$ cat config.mk
export PLATFORM = sky130hd
export DESIGN_NAME = ball_sprite_position_renderer
export DESIGN_NICKNAME = d
export VERILOG_FILES = /design/src/bsp_pkg.sv /design/src/ball_sprite_position_renderer.sv /design/src/bsp_core.sv
export SDC_FILE = /design/constraint.sdc
export NUM_CORES = 1
export LEC_CHECK = 0
export BUFFER_PORTS_ARGS = -buffer_cell sky130_fd_sc_hd__buf_2
export CAP_MARGIN = 40
export CORE_MARGIN = 5
export CORE_UTILIZATION = 36
export CTS_CLUSTER_DIAMETER = 100
export DETAILED_ROUTE_END_ITERATION = 8
export PLACE_DENSITY = 0.51
export SKIP_CTS_REPAIR_TIMING = 1
export SYNTH_ARGS = -nofsm -noshare
export SYNTH_HDL_FRONTEND = slang
export SYNTH_SLANG_ARGS = --single-unit
$ cat constraint.sdc
create_clock -name clk_i -period 2.2 [get_ports clk_i]
set_input_delay 0.44 -clock clk_i [delete_from_list [all_inputs] [get_ports clk_i]]
set_output_delay 0.44 -clock clk_i [all_outputs]
set_load 0.02 [all_outputs]
$ cat src/bsp_pkg.sv
// bsp_pkg: shared types and constants for the ball sprite position renderer
// no dependencies
`timescale 1ns / 1ps
`default_nettype none

package bsp_pkg;

  localparam int unsigned ModeW    = 4;
  localparam int unsigned ValueW   = 8;
  localparam int unsigned ClockW   = 4;
  localparam int unsigned CollW    = 15;
  localparam int unsigned ColorW   = 8;
  localparam int unsigned PosW     = 8;
  localparam int unsigned WidthW   = 4;
  localparam int unsigned CountW   = 5;

  localparam logic [PosW-1:0]   PosHblank   = 8'd159;
  localparam logic [PosW-1:0]   PosVisible  = 8'd157;
  localparam logic [PosW-1:0]   PosWindow   = 8'd156;
  localparam logic [PosW-1:0]   PosWrap     = 8'd160;
  localparam logic signed [CountW-1:0] CountStart = -5'sd4;
  localparam logic [ClockW-1:0] MotionFlip  = 4'h8;
  localparam logic [WidthW-1:0] WidthReset  = 4'd1;

  typedef enum logic [ModeW-1:0] {
    ModeEnable    = 4'd0,
    ModeMotion    = 4'd1,
    ModeResetPos  = 4'd2,
    ModeWidth     = 4'd3,
    ModeVdelay    = 4'd4,
    ModeColor     = 4'd5,
    ModeStartMove = 4'd6,
    ModeMoveTick  = 4'd7,
    ModeRender    = 4'd8,
    ModeTick      = 4'd9,
    ModeShuffle   = 4'd10
  } bsp_mode_e;

  typedef struct packed {
    logic [ModeW-1:0]  mode;
    logic [ValueW-1:0] value;
    logic              hblank;
    logic [ClockW-1:0] move_clock;
    logic              apply;
  } bsp_item_t;

  typedef struct packed {
    logic [CollW-1:0]  collision;
    logic              moving;
    logic [ColorW-1:0] color;
  } bsp_result_t;

endpackage

`default_nettype wire

$ cat src/ball_sprite_position_renderer.sv
// ball_sprite_position_renderer: top level with input register, mask register and result valid
// depends on bsp_pkg and bsp_core
`timescale 1ns / 1ps
`default_nettype none

// Ball sprite of a video chip, driven one event word per pixel clock unless
// stalled. Each accepted input word (register write, motion, render, tick or
// shuffle event chosen by mode_i) produces exactly one result word carrying
// the collision word, the moving flag and the ball color after that event. A
// new word can be accepted every cycle while in_stall_o is low; the input
// register loads it and the result is valid once the bsp_core state update
// loads it, which out_stall_i can hold back. The user must write collision_mask
// through cfg_we_i / cfg_wdata_i only while the block is idle; the block itself
// does not enforce this. The mask takes effect at the next render event.
module ball_sprite_position_renderer
  import bsp_pkg::*;
(
  input  wire logic              clk_i,
  input  wire logic              rst_ni,
  input  wire logic              cfg_we_i,
  input  wire logic [CollW-1:0]  cfg_wdata_i,
  input  wire logic              in_valid_i,
  output logic                   in_stall_o,
  input  wire logic [ModeW-1:0]  mode_i,
  input  wire logic [ValueW-1:0] value_i,
  input  wire logic              hblank_i,
  input  wire logic [ClockW-1:0] move_clock_i,
  input  wire logic              apply_i,
  output logic                   out_valid_o,
  input  wire logic              out_stall_i,
  output logic [CollW-1:0]       collision_o,
  output logic                   moving_o,
  output logic [ColorW-1:0]      color_o
);

  logic [CollW-1:0] mask_q;
  logic             s1_valid_q, s1_valid_d;
  bsp_item_t        s1_item_q;
  logic             out_valid_q, out_valid_d;
  logic             step;
  logic             in_take;
  bsp_result_t      result;

  assign step       = s1_valid_q && (!out_valid_q || !out_stall_i);
  assign in_stall_o = s1_valid_q && !step;
  assign in_take    = in_valid_i && !in_stall_o;

  assign s1_valid_d  = in_take || (s1_valid_q && !step);
  assign out_valid_d = step || (out_valid_q && out_stall_i);

  always_ff @(posedge clk_i or negedge rst_ni) begin
    if (!rst_ni) begin
      mask_q      <= '0;
      s1_valid_q  <= 1'b0;
      out_valid_q <= 1'b0;
    end else begin
      if (cfg_we_i) begin
        mask_q <= cfg_wdata_i;
      end
      s1_valid_q  <= s1_valid_d;
      out_valid_q <= out_valid_d;
    end
  end

  // payload register, no reset
  always_ff @(posedge clk_i) begin
    if (in_take) begin
      s1_item_q.mode       <= mode_i;
      s1_item_q.value      <= value_i;
      s1_item_q.hblank     <= hblank_i;
      s1_item_q.move_clock <= move_clock_i;
      s1_item_q.apply      <= apply_i;
    end
  end

  bsp_core u_core (
    .clk_i    (clk_i),
    .rst_ni   (rst_ni),
    .step_i   (step),
    .item_i   (s1_item_q),
    .mask_i   (mask_q),
    .result_o (result)
  );

  assign out_valid_o = out_valid_q;
  assign collision_o = result.collision;
  assign moving_o    = result.moving;
  assign color_o     = result.color;

endmodule

`default_nettype wire

$ cat src/bsp_core.sv
// bsp_core: ball state registers and the combinational event update
// depends on bsp_pkg
`timescale 1ns / 1ps
`default_nettype none

module bsp_core
  import bsp_pkg::*;
(
  input  wire logic             clk_i,
  input  wire logic             rst_ni,
  input  wire logic             step_i,
  input  wire bsp_item_t        item_i,
  input  wire logic [CollW-1:0] mask_i,
  output bsp_result_t           result_o
);

  logic [ColorW-1:0]        color_q, color_d;
  logic [CollW-1:0]         coll_q, coll_d;
  logic                     en_old_q, en_old_d;
  logic                     en_new_q, en_new_d;
  logic                     delaying_q, delaying_d;
  logic [ClockW-1:0]        motion_q, motion_d;
  logic [PosW-1:0]          pos_q, pos_d;
  logic                     moving_q, moving_d;
  logic [WidthW-1:0]        width_q, width_d;
  logic                     rendering_q, rendering_d;
  logic signed [CountW-1:0] count_q, count_d;

  logic                     en_eff;
  logic                     draw;
  logic                     do_render;
  logic                     do_tick;
  logic signed [CountW-1:0] count_inc;
  logic [PosW-1:0]          pos_inc;

  assign en_eff    = delaying_q ? en_old_q : en_new_q;
  assign draw      = rendering_q && (count_q >= 0) && en_eff;
  assign count_inc = count_q + 5'sd1;
  assign pos_inc   = pos_q + 8'd1;

  always_comb begin
    color_d     = color_q;
    coll_d      = coll_q;
    en_old_d    = en_old_q;
    en_new_d    = en_new_q;
    delaying_d  = delaying_q;
    motion_d    = motion_q;
    pos_d       = pos_q;
    moving_d    = moving_q;
    width_d     = width_q;
    rendering_d = rendering_q;
    count_d     = count_q;
    do_render   = 1'b0;
    do_tick     = 1'b0;

    unique case (bsp_mode_e'(item_i.mode))
      ModeEnable:    en_new_d = item_i.value[1];
      ModeMotion:    motion_d = item_i.value[7:4] ^ MotionFlip;
      ModeResetPos: begin
        pos_d = item_i.hblank ? PosHblank : PosVisible;
        if (!item_i.hblank) begin
          rendering_d = 1'b1;
          count_d     = CountStart;
        end
      end
      ModeWidth:     width_d = WidthW'(WidthReset << item_i.value[5:4]);
      ModeVdelay:    delaying_d = item_i.value[0];
      ModeColor:     color_d = item_i.value;
      ModeStartMove: moving_d = 1'b1;
      ModeMoveTick: begin
        if (item_i.move_clock == motion_q) begin
          moving_d = 1'b0;
        end
        if (moving_d && item_i.apply) begin
          do_render = 1'b1;
          do_tick   = 1'b1;
        end
      end
      ModeRender:    do_render = 1'b1;
      ModeTick:      do_tick = 1'b1;
      ModeShuffle:   en_old_d = en_new_q;
      default: ;
    endcase

    if (do_render) begin
      coll_d = draw ? '0 : mask_i;
    end

    if (do_tick) begin
      if (pos_q == PosWindow) begin
        rendering_d = 1'b1;
        count_d     = CountStart;
      end else if (rendering_q) begin
        count_d = count_inc;
        if (count_inc >= $signed({1'b0, width_q})) begin
          rendering_d = 1'b0;
        end
      end
      pos_d = (pos_inc >= PosWrap) ? '0 : pos_inc;
    end
  end

  always_ff @(posedge clk_i or negedge rst_ni) begin
    if (!rst_ni) begin
      color_q     <= '0;
      coll_q      <= '0;
      en_old_q    <= 1'b0;
      en_new_q    <= 1'b0;
      delaying_q  <= 1'b0;
      motion_q    <= '0;
      pos_q       <= '0;
      moving_q    <= 1'b0;
      width_q     <= WidthReset;
      rendering_q <= 1'b0;
      count_q     <= '0;
    end else if (step_i) begin
      color_q     <= color_d;
      coll_q      <= coll_d;
      en_old_q    <= en_old_d;
      en_new_q    <= en_new_d;
      delaying_q  <= delaying_d;
      motion_q    <= motion_d;
      pos_q       <= pos_d;
      moving_q    <= moving_d;
      width_q     <= width_d;
      rendering_q <= rendering_d;
      count_q     <= count_d;
    end
  end

  assign result_o.collision = coll_q;
  assign result_o.moving    = moving_q;
  assign result_o.color     = color_q;

endmodule

`default_nettype wire
### Word level (Yosys, flattened, before mapping)

Cells that the tools add are included.

* register bits: 84
* input port bits: 38
* output and inout bits: 26

* mux-type cells: 23
* bitwise logic cells: 1
* equal/unequal tests: 12
* shifts and indexed selects: 1
* reduce and logical (&&, ||, !) cells: 26
* add/subtract/negate cells: 2
* magnitude comparators: 3

Operators by type and width (number)
* 2-to-1 mux 5 bit: 5
* 2-to-1 mux 8 bit: 3
* AND reduction 2 bit: 9
* == test 4 x 3 -> 1 bit, second input constant: 4
* 2-to-1 mux 15 bit: 1
* == test 4 bit, second input constant: 3
* 2-to-1 mux 1 bit: 10
* adder 8 x 1 -> 8 bit, second input constant: 1
* == test 4 x 2 -> 1 bit, second input constant: 2
* == test 8 bit, second input constant: 1
* >= comparator 8 bit, second input constant: 1
* logical AND 1 bit: 7
* one-hot mux 1 bit (2 select lines): 3
* adder 5 x 2 -> 5 bit, second input constant: 1
* >= comparator 5 x 1 -> 1 bit, second input constant: 1
* >= comparator 5 bit: 1
* == test 4 x 1 -> 1 bit, second input constant: 1
* == test 4 bit: 1
* zero test 1 bit: 4
* zero test 4 bit: 1
* nonzero test 2 bit: 2
* << shifter 1 x 2 -> 4 bit, first input constant: 1
* logical OR 1 bit: 3
* 2-to-1 mux 2 bit: 1
* NOT 1 bit: 1

### Logic depth before layout (Yosys ltp)

Gate-level depths: netlist of run 1.

* depth after elaboration: 8
* mapped depth: 7
* gate-level depth less buffers: 7

### Cells and area by module

Synthesis of run 1 repeated with hierarchy kept, for this count alone.

* cells, all modules: 322
* area total of the unflattened synthesis: 3950.0 um^2

By module, submodules not included
* bsp_core: cells an instance 264, area an instance 2710.1 um^2, times used 1
* ball_sprite_position_renderer: cells an instance 58, area an instance 1239.9 um^2, times used 1

### Worst setup path before layout of run 1

Ideal clock, no wire load.

* path type: register to register
* start: register u_core.pos_q[0]
* end: register u_core.pos_q[1]
* data required time: 2.106 ns
* library setup time: 0.094 ns
* cell stages (with the launch flop): 7
* path slack: 0.325 ns
* arrival: 1.781 ns
* path through: dfrtp_1 ha_1 and2_1 a2111o_1 a31oi_1 nand2_1 a211oi_1

* cells in the longest elaborated chain, start to end: 4

RTL lines
* start: declaration: line bsp_core.sv:23 `logic [PosW-1:0] pos_q, pos_d;`
* start signal: assignment: line bsp_core.sv:123 `pos_q <= pos_d;`
* adder 8 x 1 -> 8 bit *: line bsp_core.sv:39 `assign pos_inc = pos_q + 8'd1;`
* >= comparator 8 bit: line bsp_core.sv:99 `pos_d = (pos_inc >= PosWrap) ? '0 : pos_inc;`
* 2-to-1 mux 8 bit *: line bsp_core.sv:99
* 2-to-1 mux 8 bit *: line bsp_core.sv:89 `if (do_tick) begin`

Every way passes the cells marked *; elsewhere a longest branch is shown, timed or not.
A chain may end at the register's enable or synchronous reset.

### Worst setup path in the final report of run 1

* start: register u_core.count_q[0]
* end: register u_core.rendering_q

* cells in the longest elaborated chain, start to end: 6

RTL lines
* start: declaration: line bsp_core.sv:27 `logic signed [CountW-1:0] count_q, count_d;`
* start signal: assignment: line bsp_core.sv:127 `count_q <= count_d;`
* adder 5 x 2 -> 5 bit: line bsp_core.sv:38 `assign count_inc = count_q + 5'sd1;`
* >= comparator 5 bit: line bsp_core.sv:95 `if (count_inc >= $signed({1'b0, width_q})) begin`
* 2-to-1 mux 1 bit: line bsp_core.sv:95
* 2-to-1 mux 1 bit: line bsp_core.sv:93 `end else if (rendering_q) begin`
* 2-to-1 mux 1 bit: line bsp_core.sv:90 `if (pos_q == PosWindow) begin`
* 2-to-1 mux 1 bit: line bsp_core.sv:89
* end signal: assignment: line bsp_core.sv:126 `rendering_q <= rendering_d;`
* end: declaration: line bsp_core.sv:26 `logic rendering_q, rendering_d;`

No other way between the ends.

==> results.sh, run 1 <==
export IMPL_status="finished, final reports clean"
export IMPL_dp_hpwl_um=5740
export IMPL_finalWirelength_um=7780
export IMPL_setup_slack_ns=0.247
export IMPL_power_uw=4790
export IMPL_die_area_um2=12600
export IMPL_netlist_instances=320
export IMPL_ys_seq_elements=84
export IMPL_path_class="reg2reg"
export IMPL_tightest_slew_ns=0.467
export IMPL_clock_skew_ns=0.0108
export IMPL_final_util_pct=43.7
export IMPL_core_area_um2=10300
export IMPL_yosysSeqAreaShare_pct=58.4
export IMPL_crit_arrival_ns=2.19
export IMPL_placementRows=37
export IMPL_leakage_uw=0.00198
export IMPL_setup_violations=0
export IMPL_cp_required_ns=2.44
export IMPL_drc=0
export IMPL_layout_cells_most_common="dfrtp_1"
export IMPL_period_needed_ns=1.95
export IMPL_rsz0062_at_grt="false"
export IMPL_nFillCells=1014
export IMPL_grt_max_degree=31
export IMPL_clock_path_buffers=2
export IMPL_synth_nets=365
export IMPL_max_cap_viol_count=0
export IMPL_multi_input_area_um2=1470
export IMPL_preCtsSetupSlack_ns=0.236
export IMPL_avgSynthCellArea_um2=11.7
export IMPL_ant_nets=0
export IMPL_cts_sinks=84
export IMPL_initial_utilization_pct=36.6
export IMPL_worst_setup_path_end_kind="register"
export IMPL_min_path_type="in2async"
export IMPL_final_max_slew_viol_count=0
export IMPL_io_pins=64
export IMPL_cts_made_buffers=9
export IMPL_via_count=2653
export IMPL_yosysUniqueCellTypes=48
export IMPL_first_pass_iters=6
export IMPL_chipHeight_um=112
export IMPL_grt_pass1_vias=2670
export IMPL_synth_edff_count=18
export IMPL_nets=439
export IMPL_fin_crit_sh_pct=88.8
export IMPL_syn2layout_area_growth_pct=19.5
export IMPL_globalplace_congestion=0.843
export IMPL_port_buffers=63
export IMPL_grt_pass1_wl_um=13500
export IMPL_die_w_um=112
export IMPL_overflow=0
export IMPL_clkTransAtPathRegs_ns=0.09
export IMPL_fin_cells=535
export IMPL_htree_levels=3
export IMPL_clk_latency_ns=0.35
export IMPL_viasPerCell=4.96
export IMPL_seqCellArea_um2=2190
export IMPL_dp_cells=519
export IMPL_hold_viol=0
export IMPL_relSlewSlack_pct=68.6
export IMPL_synth_ff_type="dfrtp_1"
export IMPL_antenna_found_initial=0
export IMPL_antennaDiodeCount=0
export IMPL_ir_drop_mv=0.454
export IMPL_p_per_area_nw_per_um2=1070
export IMPL_drive_above_1_share_pct=31.3
export IMPL_tns_ns=0
export IMPL_async_flop_share_pct=78.6
export IMPL_initialDrtViolationCount=129
export IMPL_wl_per_cell_um=14.5
export IMPL_root_buffer="clkbuf_8"
export IMPL_syn_cell_area_um2=3760
export IMPL_max_freq_mhz=512
export IMPL_cts_tree="built"
export IMPL_synth_warning_count=0
export IMPL_grt_usage_pct=13.3
export IMPL_final_cell_mix="65 x dfrtp_1, 63 x buf_2, 39 x nand2_1"
export IMPL_crit_fanout=5
export IMPL_start_kind="register"
## metal layers
layer | up-vias | track usage [%] | wire length, µm
met5 | - | 0 | 0
met4 | 0 | 4.17 | 95
met3 | 6 | 3.99 | 344
met2 | 53 | 20.0 | 3630
met1 | 1277 | 18.4 | 3700
li1 | 1317 | - | -
## critical path, stage by stage (launching register included)
cell and delay (ns):
dfrtp_1 0.44, ha_1 0.28, xor2_1 0.17, ha_1 0.28, nand2_1 0.04, o21ai_0 0.23, nand3_1 0.12, a221o_1 0.30
## cell usage after synthesis (all sizes together), types with 2 or more instances
cell type / n / area [µm²]
a21o: 2 / 15.0
a21oi: 6 / 33.8
a2bb2oi: 2 / 17.5
a31oi: 3 / 18.8
and2: 3 / 18.8
and3: 2 / 12.5
buf: 2 / 22.5
clkbuf: 10 / 37.5
dfrtp: 65 / 1630
edfxtp: 18 / 541
ha: 7 / 87.6
inv: 10 / 37.5
mux2: 30 / 338
mux2i: 2 / 20.0
nand2: 39 / 146
nand2b: 7 / 43.8
nand3: 13 / 70.1
nand4: 3 / 18.8
nor2: 9 / 33.8
nor2b: 3 / 18.8
nor3: 5 / 25.0
nor4: 5 / 46.3
o21ai: 29 / 145
o31ai: 18 / 135
xnor2: 6 / 52.6
xor2: 2 / 17.5
## path summary, 6_finish.rpt
path	from	end	slack (ns)	depth (start not counted)
setup / recovery	u_core.count_q[0]	u_core.rendering_q	0.25	7
hold / removal	rst_ni	u_core.rendering_q	0.01	1
setup reg to reg	u_core.count_q[0]	u_core.rendering_q	0.25	7
hold reg to reg	s1_item_q[13]	u_core.motion_q[3]	0.47	1
max in group asynchronous	rst_ni	mask_q[0]	1.50	2
min in group clk_i	value_i[1]	s1_item_q[7]	0.26	1
## power breakdown
| part | internal (µW) | switching, µW | leakage, µW |
|---|---|---|---|
| registers | 1950 | 300 | 0.000973 |
| logic | 620 | 814 | 0.000901 |
| clock network | 536 | 570 | 0.000101 |
| total | 3110 | 1680 | 0.00198 |
## cells by family after synthesis
group | synth area share, %
AOI/OAI and AO/OA | 13.0
xor gates and xnor gates | 1.86
adders and majority gates | 2.33
buffers and inverters | 2.60
DFF | 58.4
muxes | 9.52
and+or+nand+nor | 12.4
## metrics by stage
step | hold slack, ns | cell area (µm²)
4_1_cts | 0.00565 | 4490
3_3_place_gp | 0.397 | 4290
6_report | 0.0116 | 4490
2_1_floorplan | 0.144 | 3760
3_5_place_dp | 0.397 | 4290
5_1_grt | 0.0132 | 4490
## flip-flops by register name, summed over array words and instances, names as in the netlist, 4 cells and up
signal / flops
mask_q: 15
s1_item_q: 18
u_core.coll_q: 15
u_core.color_q: 8
u_core.count_q: 5
u_core.motion_q: 4
u_core.pos_q: 8
u_core.width_q: 4
## layout make-up
class / instances / area share (%)
multi-input combinational: 214 / 32.8
clock buffer: 10 / 2.84
inverter: 10 / 0.836
tap: 136 / 3.79
timing repair buffer: 75 / 9.31
sequential: 84 / 48.8
clock inverter: 6 / 1.59
(Power assumes the default switching activity.)
==> inputs of run 2 (changes only) <==
==> constraint.sdc (replaced) <==
create_clock -name clk_i -period 1.8 [get_ports clk_i]
set_input_delay 0.36 -clock clk_i [delete_from_list [all_inputs] [get_ports clk_i]]
set_output_delay 0.36 -clock clk_i [all_outputs]
set_load 0.02 [all_outputs]
==> results.sh, run 2 (synthesis results as in run 1) <==
export IMPL_status="finished, final reports clean"
export IMPL_fin_crit_sh_pct=96.9
export IMPL_start_kind="register"
export IMPL_stdcell_area_um2=4750
export IMPL_dp_hpwl_um=5930
export IMPL_drc=0
export IMPL_viasPerCell=4.91
export IMPL_first_pass_iters=4
export IMPL_reg2reg_setup_slack_ns=0.06
export IMPL_cts_made_buffers=9
export IMPL_place_area_um2=4440
export IMPL_chipHeight_um=112
export IMPL_drive_above_1_share_pct=37.9
export IMPL_preCtsSetupSlack_ns=-0.0291
export IMPL_cp_required_ns=2.04
export IMPL_cp_cell_sequence="nand2b_4 -> nor4_4 -> a21o_1 -> nand3_1 -> a221o_1"
export IMPL_die_w_um=112
export IMPL_setup_slack_ns=0.0555
export IMPL_grt_pass1_wl_um=13800
export IMPL_reg_top3="s1_item_q: 18 flops, mask_q: 15 flops, u_core.coll_q: 15 flops"
export IMPL_dp_cells=535
export IMPL_crit_start="s1_item_q[17]"
export IMPL_initialDrtViolationCount=79
export IMPL_cts_sinks=84
export IMPL_io_pins=64
export IMPL_grt_busiest_layer="met2"
export IMPL_clock_path_buffers=2
export IMPL_die_area_um2=12600
export IMPL_antennaDiodeCount=0
export IMPL_ir_drop_mv=0.470
export IMPL_relSlewSlack_pct=71.0
export IMPL_syn2layout_area_growth_pct=26.4
export IMPL_min_path_type="in2reg"
export IMPL_initial_utilization_pct=36.6
export IMPL_crit_fanout=6
export IMPL_path_class="reg2reg"
export IMPL_use_met3_pct=2.53
export IMPL_max_freq_mhz=573
export IMPL_use_met2_pct=21.7
export IMPL_via_count=2726
export IMPL_final_max_slew_viol_count=0
export IMPL_final_cell_mix="64 x dfrtp_1, 63 x buf_2, 38 x nand2_1"
export IMPL_critPathSlowestCell="edfxtp_1"
export IMPL_worst_setup_path_end_kind="register"
export IMPL_fin_cells=555
export IMPL_cts_tree="built"
export IMPL_clock_skew_ns=0.00963
export IMPL_clk_latency_ns=0.35
export IMPL_finalWirelength_um=8240
export IMPL_htree_levels=3
export IMPL_worstHoldPathCells=1
export IMPL_tns_ns=0
export IMPL_critPathCapture="u_core.rendering_q"
export IMPL_core_area_um2=10300
export IMPL_p_per_area_nw_per_um2=1290
export IMPL_period_needed_ns=1.74
export IMPL_overflow=0
export IMPL_antenna_found_initial=0
export IMPL_setup_violations=0
export IMPL_grt_pass1_vias=2839
export IMPL_hold_viol=0
export IMPL_grt_max_degree=37
export IMPL_max_cap_viol_count=0
export IMPL_max_stage_delay_ns=0.39
export IMPL_r2r_end="u_core.rendering_q"
export IMPL_power_uw=6120
export IMPL_placementRows=37
export IMPL_crit_arrival_ns=1.98
export IMPL_globalplace_congestion=0.771
export IMPL_root_buffer="clkbuf_8"
export IMPL_largest_reg_flops=18
export IMPL_grt_usage_pct=13.7
export IMPL_wl_per_cell_um=14.8
export IMPL_port_buffers=63
export IMPL_nets=459
export IMPL_ant_nets=0
export IMPL_rr_startpoint="s1_item_q[17]"
export IMPL_clkTransAtPathRegs_ns=0.09
export IMPL_grt_use_met1_pct=18.1
export IMPL_rsz0062_at_grt="true"
export IMPL_ff2ff_path_depth=5
export IMPL_top_register="s1_item_q"
export IMPL_leakage_uw=0.00209
export IMPL_layout_cells_most_common="dfrtp_1"
export IMPL_tightest_slew_ns=0.434
==> run 2: cell types whose count changed in the layout (fill, tap and decap cells not counted), sizes merged <==
cell,previous run,this run
buf,75,94
clkinvlp,0,1
dlygate4sd3,0,1
inv,12,10
clkbuf,10,11
==> run 2: how the worst min path moves through the flow <==
stage	startpoint	endpoint	slack (ns)
2_1_floorplan	rst_ni	mask_q[0]	0.06
3_3_place_gp	rst_ni	u_core.motion_q[0]	0.27
3_5_place_dp	rst_ni	u_core.motion_q[0]	0.27
4_1_cts	rst_ni	u_core.motion_q[3]	-0.13
5_1_grt	value_i[1]	s1_item_q[7]	0.15
6_report	value_i[1]	s1_item_q[7]	0.18
==> run 2: power by group <==
part           internal, µW  switching (µW)  total (µW)  leakage (µW)
Combinational           946            1160        2100       0.00102
Sequential             2390             295        2690      0.000973
Clock                   673             657        1330     0.0000991
Total                  4010            2110        6120       0.00209
==> run 2: worst max-delay path, delay by kind of cell, from the launching register on <==
family	cells	cell delay (ns)
simple gates	3	0.65
compound gates	2	0.60
flops	1	0.39
==> run 2: through the flow <==
stage / hold slack [ns] / utilization (%)
3_5_place_dp: 0.271 / 43.2
6_report: 0.176 / 46.2
4_1_cts: -0.127 / 45.0
2_1_floorplan: 0.0644 / -
3_3_place_gp: 0.275 / 43.2
5_1_grt: 0.153 / 46.2
==> run 2: final cells by class <==
cell class / instances / area [µm²]
Clock buffer: 11 / 141
Clock inverter: 5 / 52.6
Fill cell: 967 / 5530
Inverter: 10 / 37.5
Multi-Input combinational cell: 214 / 1570
Sequential cell: 84 / 2190
Tap cell: 136 / 170
Timing Repair Buffer: 95 / 587
==> run 2: per-layer routing <==
metal,vias to the layer above,routed length (µm),part of all wire [%]
li1,1356,-,-
met1,1317,3930,48
met2,42,3900,47
met3,11,246,3.0
met4,0,163,2.0
met5,-,0,0
